--- config.mk ---
export PLATFORM = sky130hd
export DESIGN_NAME = edc_cell
export DESIGN_NICKNAME = d
export VERILOG_FILES = /design/src/rtl/core/edc_pkg.sv /design/src/rtl/core/edc_cell.sv
export SDC_FILE = /design/constraint.sdc
export NUM_CORES = 1
export LEC_CHECK = 0
export ABC_AREA = 0
export BUFFER_PORTS_ARGS = -buffer_cell sky130_fd_sc_hd__buf_2
export CORE_ASPECT_RATIO = 1.75
export CORE_MARGIN = 5
export CORE_UTILIZATION = 40
export DETAILED_ROUTE_END_ITERATION = 12
export SYNTH_ARGS = -nofsm -noshare
export SYNTH_HDL_FRONTEND = slang
export SYNTH_SLANG_ARGS = --single-unit
--- constraint.sdc ---
create_clock -name clk -period 5.9 [get_ports clk]
set_input_delay 0.295 -clock clk [delete_from_list [all_inputs] [get_ports clk]]
set_output_delay 0.295 -clock clk [all_outputs]
set_load 0.03 [all_outputs]
--- src/rtl/core/edc_pkg.sv ---
// Shared constants and types of the edit distance engine.
package edc_pkg;

  localparam int MAX_LEN = 64;
  localparam int LEN_W   = $clog2(MAX_LEN + 1);
  localparam int DIST_W  = 7;
  localparam int SYM_W   = 8;

  typedef enum logic [1:0] {
    ACT_LOAD   = 2'd0,
    ACT_QUERY  = 2'd1,
    ACT_FINISH = 2'd2
  } action_t;

  typedef enum logic [1:0] {
    TOK_NONE   = 2'd0,
    TOK_LOAD   = 2'd1,
    TOK_QUERY  = 2'd2,
    TOK_FINISH = 2'd3
  } tok_kind_t;

  typedef struct packed {
    tok_kind_t          kind;
    logic [SYM_W-1:0]   sym;
    logic [DIST_W-1:0]  diag;
    logic [DIST_W-1:0]  left;
    logic               ovf;
  } tok_t;

endpackage

--- src/rtl/core/edc_cell.sv ---
// One reference position of the edit distance chain: stored byte, row score, token stage.
module edc_cell (
  input  logic                       clk,
  input  logic                       rst,
  input  logic                       en,
  input  logic [edc_pkg::DIST_W-1:0] init_score,
  input  edc_pkg::tok_t              tok_in,
  output edc_pkg::tok_t              tok_out
);

  logic                       valid;
  logic [edc_pkg::SYM_W-1:0]  ch;
  logic [edc_pkg::DIST_W-1:0] score;

  logic                       valid_next;
  logic [edc_pkg::SYM_W-1:0]  ch_next;
  logic [edc_pkg::DIST_W-1:0] score_next;
  edc_pkg::tok_t              tok_next;
  logic [edc_pkg::DIST_W-1:0] min_du;
  logic [edc_pkg::DIST_W-1:0] min_all;
  logic [edc_pkg::DIST_W-1:0] fresh;

  always_comb begin
    min_du  = (tok_in.diag < score) ? tok_in.diag : score;
    min_all = (min_du < tok_in.left) ? min_du : tok_in.left;
    fresh   = (ch == tok_in.sym) ? tok_in.diag : min_all + edc_pkg::DIST_W'(1);
  end

  always_comb begin
    valid_next = valid;
    ch_next    = ch;
    score_next = score;
    tok_next   = tok_in;
    case (tok_in.kind)
      edc_pkg::TOK_LOAD: begin
        if (!valid) begin
          valid_next    = 1'b1;
          ch_next       = tok_in.sym;
          tok_next.kind = edc_pkg::TOK_NONE;
        end
      end
      edc_pkg::TOK_QUERY: begin
        if (valid) begin
          score_next    = fresh;
          tok_next.diag = score;
          tok_next.left = fresh;
        end
      end
      edc_pkg::TOK_FINISH: begin
        if (valid) begin
          tok_next.left = score;
        end
        valid_next = 1'b0;
        score_next = init_score;
      end
      default: begin
      end
    endcase
  end

  always_ff @(posedge clk) begin
    if (rst) begin
      valid   <= 1'b0;
      score   <= init_score;
      tok_out <= '0;
    end else if (en) begin
      valid   <= valid_next;
      score   <= score_next;
      tok_out <= tok_next;
    end
  end

  always_ff @(posedge clk) begin
    if (en) begin
      ch <= ch_next;
    end
  end

endmodule

==> qor.txt, run 1 <==
Status: finished, final reports clean
# IOs: 60
Rows: 39
DRC errors left: 0
Vias in the first global route: 2398
Die X: 71.15 um
Largest cells by area after synthesis: dfxtp_1 (20%), edfxtp_1 (17%), mux2i_1 (7.3%), nand2_1 (6.5%), ha_1 (6.2%)
Detailed Place HPWL: 5739 um
Most frequent cell after synthesis: nand2_1
Yosys reg bits: 41
Gr usage total: 18.01%
Placer Congestion: 0.8543
Final worst slack: 0.7040 ns
Routed vias: 2316
PortBufs: 59
Register-to-Register Setup Slack: 0.70 ns
Synthesized area: 2618 um2
CP Max Fanout: 8
Antenna-violating nets left: 0
Max Fclk: 0.1925 GHz
Post-CTS Hold Buffers: 0
Initial antenna violation count: 0
Cell taking the most area after synthesis: dfxtp_1
Starting density of the core: 40.64%
Fillers: 680
CP Capture Type: flip-flop
Post-synth EDFFs: 15
Final Max Slew Viols: 0
Max rail drop VDD: 0.1177 mV
Post CTS Setup Buffer Count: 0
Setup TNS: 0 ns
Power Density: 296.9 nW/um2
Post-synthesis instance total: 298
P&R area growth vs syn: 19.22%
Layout cell share with drive strength beyond 1: 24.01%
Synth Flop Type: dfxtp_1
Ys async rst share: 0%
Pin count of the biggest net entering global routing: 47
Final Hold Fails: 0
Synth top area share: 19.89%
RSZ-0062 raised after global routing: false
CTS tree: yes
Die Height: 117.0 um
Arrival @ worst endpoint: 5.38 ns
Root buffer cell: clkbuf_16
Ys Warns: 0
DR WL/cell: 16.13 um
Max Buffers Root-to-Sink: 2
CTS H-tree depth: 2
Post-synth cell types: 46
Worst R2R Path Depth: 21
Multi-input combinational cell area: 1530 um2
Total placed cells including tap cells: 428
Vias per cell: 5.312
Non-Filler Instances: 436
Num CTS Buffers: 5
Reg area: 970.9 um2
Total grt overflow: 0
Clock-pin slew on the worst setup and hold paths: 0.06 ns
Skew final: 0.003442 ns
Worst-Skew Late Latency: 0.28 ns
Worst-margin pin slew: 1.163 ns
Pre-CTS setup slack: 0.7651 ns
Cts repair resizes: 0
LEAKAGE: 1.428 nW
TritonRoute pass-1 iters: 4
Minimum clock period: 5.196 ns
Setup Crit Path Kind: flip-flop to flip-flop
Tcrit/Tclk final: 88.07%
Drt first-iter violations: 130
Relative slew slack: 21.89%
Final wirelength: 7034 um
Final setup vio count: 0
Min-delay worst type: primary input to flip-flop
Register area share after synthesis: 37.09%
Max-cap violations: 0
First-pass GRT wire length: 11780 um
Die area: 8325 um2
Crit path launch type: flip-flop
Core Area: 6441 um2
Post-synth top cells: nand2_1 (45), nor2_1 (32), dfxtp_1 (26)
Worst Hold Path Cells: 1
WP data required: 6.09 ns
Diodes inserted: 0
Syn nets: 346
Final #Nets: 401
Num Clock Sinks: 41
Syn Area/Cell: 8.784 um2
==> cell type report <==
cell class	count	area share, %
multi-input cells	226	49.04
flip-flops and latches	41	31.11
repair buffers	61	9.944
clock buffers	6	4.130
well taps	82	3.288
inverters	18	2.165
clock inverters	2	0.3208
==> cell families (layout without fill, tap and decap cells) <==
logic type | Yosys count | in the layout | share of synthesized area (%)
AO/OA/AOI/OAI | 70 | 70 | 20.03
XOR/XNOR | 17 | 17 | 5.689
adder cells (fa/ha/maj) | 13 | 13 | 6.214
buffers and inverters | 31 | 87 | 4.446
flip-flops | 41 | 41 | 37.09
multiplexers | 25 | 25 | 9.847
AND/OR/NAND/NOR | 101 | 101 | 16.68
==> final timing paths <==
path	to	startpoint
max	tok_out[7]	score[6]
min	ch[7]	tok_in[22]
max reg2reg	tok_out[7]	score[6]
min reg2reg	tok_out[23]	tok_out[23]
==> registers in the layout, indices dropped and copies added, names as in the netlist <==
name / count
ch: 8
valid: 1
score: 7
tok_out: 25
==> worst max-delay path, stage by stage, from the launching register on <==
cell and delay (ns):
edfxtp_1 0.44, inv_1 0.15, ha_1 0.27, a21oi_1 0.21
o21ai_1 0.15, a21oi_2 0.35, mux2_2 0.40, ha_1 0.18
a211o_1 0.30, a21oi_2 0.25, nand2_1 0.13, o31ai_4 0.28
mux2i_1 0.27, ha_1 0.30, nand3_1 0.15, nor3_1 0.20
xnor2_1 0.08, mux2_1 0.28, mux2i_1 0.14, mux2i_1 0.11
a21o_1 0.20, a311oi_1 0.24
==> metrics by stage <==
stage	hold slack (ns)	area [um2]	power [mW]	util, %
5_1_grt	0.2306	3120	0.9915	48.45
2_1_floorplan	0.3939	2618	0.5833	-
4_1_cts	0.2302	3120	0.9360	48.45
3_3_place_gp	0.4584	2982	0.6742	46.29
6_report	0.2341	3120	0.9263	48.45
3_5_place_dp	0.4620	2982	0.6768	46.29
==> where the power goes <==
| part | internal, mW | leakage, nW | total (mW) | switching (mW) |
|---|---|---|---|---|
| Sequential | 0.320 | 0.359 | 0.339 | 0.0191 |
| Combinational | 0.134 | 0.999 | 0.330 | 0.196 |
| Clock | 0.155 | 0.0706 | 0.257 | 0.102 |
==> per-layer routing <==
| metal | share of wire, % | GRT usage [%] | wire, um | up-vias |
|---|---|---|---|---|
| met5 | 0 | 0 | 0 | - |
| met4 | 2.9 | 8.407 | 204 | 0 |
| met3 | 3.3 | 1.880 | 232 | 14 |
| met2 | 54 | 33.05 | 3830 | 50 |
| met1 | 39 | 20.66 | 2767 | 1080 |
| li1 | - | - | - | 1172 |
==> cell usage in the layout, fill, tap and decap left out, types with 9 or more instances in the layout <==
cell type	n
nand2_1	45
edfxtp_1	15
buf_2	59
xor2_1	9
dfxtp_1	26
ha_1	13
nor2_1	32
mux2i_1	19
inv_1	16
o21ai_0	11
a311oi_1	11
No activity file was read; power rests on OpenSTA's default activity.
==> run 2, diff against run 1 <==
==> constraint.sdc (replaced) <==
create_clock -name clk -period 5.9 [get_ports clk]
set_input_delay 0.59 -clock clk [delete_from_list [all_inputs] [get_ports clk]]
set_output_delay 0.59 -clock clk [all_outputs]
set_load 0.03 [all_outputs]
==> qor.txt, run 2 (synthesized netlist as in run 1, its figures left out) <==
Final setup vio count: 0 (unchanged)
Busiest layer in global routing: met2
Worst R2R Path Depth: 23 (+9.5%)
Setup Crit Path Kind: flip-flop to flip-flop
Minimum clock period: 5.298 ns (+0.1019 ns)
Max Buffers Root-to-Sink: 2 (unchanged)
Starting density of the core: 40.64% (unchanged)
DRC errors left: 0 (unchanged)
Root buffer cell: clkbuf_16
Power Density: 298.6 nW/um2 (+0.57%)
Vias per cell: 5.540 (+4.3%)
Skew final: 0.005222 ns (+0.001779 ns)
Slowest cell delay on critical path: 0.48 ns (+0.04 ns)
Pre-CTS setup slack: 0.4125 ns (-0.3526 ns)
Final #Nets: 400 (-0.25%)
Reg2reg end: tok_out[7]
Hold path endpoint: tok_out[23]
Post-CTS Hold Buffers: 0 (unchanged)
RSZ-0062 raised after global routing: false
CTS H-tree depth: 2 (unchanged)
WP buf/inv: 2 (+1)
Reg2Reg Launch Point: score[6]
Top reg by flops: tok_out
Max-cap violations: 0 (unchanged)
Placer Congestion: 0.8741 (+2.3%)
Largest regs: tok_out: 25 flops, ch: 8 flops, score: 7 flops
Register-to-Register Setup Slack: 0.60 ns (-0.10 ns)
Relative slew slack: 24.68% (+2.8 points)
Total grt overflow: 0 (unchanged)
DP Area: 2974 um2 (-0.25%)
DR WL/cell: 16.91 um (+4.8%)
Num Clock Sinks: 41 (unchanged)
CTS tree: yes
Min-delay worst type: flip-flop to flip-flop
Final Max Slew Viols: 0 (unchanged)
Tcrit/Tclk final: 89.79% (+1.7 points)
Layout cell share with drive strength beyond 1: 23.80% (-0.22 points)
Cts repair resizes: 0 (unchanged)
Status: finished, final reports clean
PortBufs: 59 (unchanged)
LEAKAGE: 1.424 nW (-0.32%)
P&R area growth vs syn: 18.93%
CP Cell Sequence: inv_1 -> ha_1 -> a21oi_1 -> o21ai_1 -> a21oi_2 -> buf_4 -> nand2_1 -> o21ai_1 -> ha_1 -> o21a_1 -> a21oi_2 -> nand2_1 -> o31ai_4 -> mux2i_1 -> ha_1 -> nand3_1 -> nor3_1 -> xnor2_1 -> mux2_1 -> mux2i_1 -> mux2i_1 -> a21o_1 -> a311oi_1
HP Start: tok_out[23]
Vias in the first global route: 2474 (+3.2%)
WP data required: 6.09 ns (about the same)
Detailed Place HPWL: 5907 um (+2.9%)
Worst-Skew Late Latency: 0.28 ns (about the same)
Final core occ: 48.33% (-0.12 points)
CP top delay family: compound AO/OA/AOI/OAI gates
Final instance area: 3113 um2 (-0.24%)
Final wirelength: 7356 um (+4.6%)
Final Hold Fails: 0 (unchanged)
Max reg flops: 25 (unchanged)
Post CTS Setup Buffer Count: 0 (unchanged)
Fillers: 675 (-0.74%)
Final hold slack: 0.4672 ns (+0.2331 ns)
Most common cell after layout, fill and taps aside: buf_2
Max Fclk: 0.1888 GHz (-1.9%)
CP Capture Type: flip-flop
Diodes inserted: 0 (unchanged)
# IOs: 60 (unchanged)
TritonRoute pass-1 iters: 4 (unchanged)
Gr usage total: 18.51% (+0.50 points)
CP Max Fanout: 10 (+2)
Core Area: 6441 um2 (unchanged)
Die X: 71.15 um (unchanged)
Met3 Track Usage GR: 2.735% (+0.85 points)
M2 GR Usage: 36.00% (+2.9 points)
Initial antenna violation count: 0 (unchanged)
Commonest cells after routing, fill and taps aside: buf_2 (59), nand2_1 (45), nor2_1 (32)
Num CTS Buffers: 5 (unchanged)
Arrival @ worst endpoint: 5.49 ns (+0.11 ns)
Worst Hold Path Cells: 2 (+1)
First-pass GRT wire length: 12110 um (+2.8%)
Final worst slack: 0.6022 ns (-0.1019 ns)
Worst-margin pin slew: 1.121 ns (-0.04144 ns)
Crit path launch type: flip-flop
Met1 Track Usage GR: 18.97% (-1.7 points)
Routed vias: 2410 (+4.1%)
Clock-pin slew on the worst setup and hold paths: 0.06 ns (about the same)
Antenna-violating nets left: 0 (unchanged)
Die area: 8325 um2 (unchanged)
Drt first-iter violations: 128 (-1.5%)
Die Height: 117.0 um (unchanged)
Crit-path slowest cell: o31ai_4
Rows: 39 (unchanged)
Pin count of the biggest net entering global routing: 47 (unchanged)
Setup TNS: 0 ns (unchanged)
Max rail drop VDD: 0.1137 mV (-3.4%)
## run 2: changes by cell type in the layout (fill, tap and decap cells not counted), sizes merged
cell,delta
buf,-1
## run 2: metrics by stage
step / power, mW / cells
floorplan: 0.5833 / 298
global placement: 0.6739 / 427
detailed placement: 0.6774 / 427
CTS: 0.9360 / 435
global route: 0.9886 / 435
finish: 0.9294 / 435
## run 2: power by group
part	total (mW)	leakage [nW]	switching [mW]	internal [mW]
clock	0.257	0.0706	0.102	0.155
combinational	0.331	0.994	0.199	0.132
sequential	0.341	0.359	0.0210	0.320
total	0.929	1.42	0.322	0.608
## run 2: worst max path at each step
stage,startpoint,end,cells past startpoint
after floorplan,tok_in[14],tok_out[7],21
after global placement,tok_in[12],tok_out[7],23
after detailed placement,tok_in[14],tok_out[7],23
after CTS,score[4],tok_out[7],23
after global routing,score[4],tok_out[7],23
final,score[6],tok_out[7],23
## run 2: layout make-up
cell class	count	area, um2	share of cell area (%)
Multi-Input combinational cell	226	1530	49.16
Sequential cell	41	970.9	31.19
Timing Repair Buffer	60	302.8	9.727
Clock buffer	6	128.9	4.140
Tap cell	82	102.6	3.296
Inverter	18	67.56	2.170
Clock inverter	2	10.01	0.3215
## run 2: tightest hold or removal path: cells and delay by family, from the launching register on
kind | cells | cell delay (ns)
flip-flops | 1 | 0.31
AO/OA/AOI/OAI | 1 | 0.05
AND/OR/NAND/NOR | 1 | 0.06
## run 2: metal layers
layer,routed length (um),vias to the layer above
li1,-,1171
met1,2802,1145
met2,4022,75
met3,279,19
met4,252,0
met5,0,-
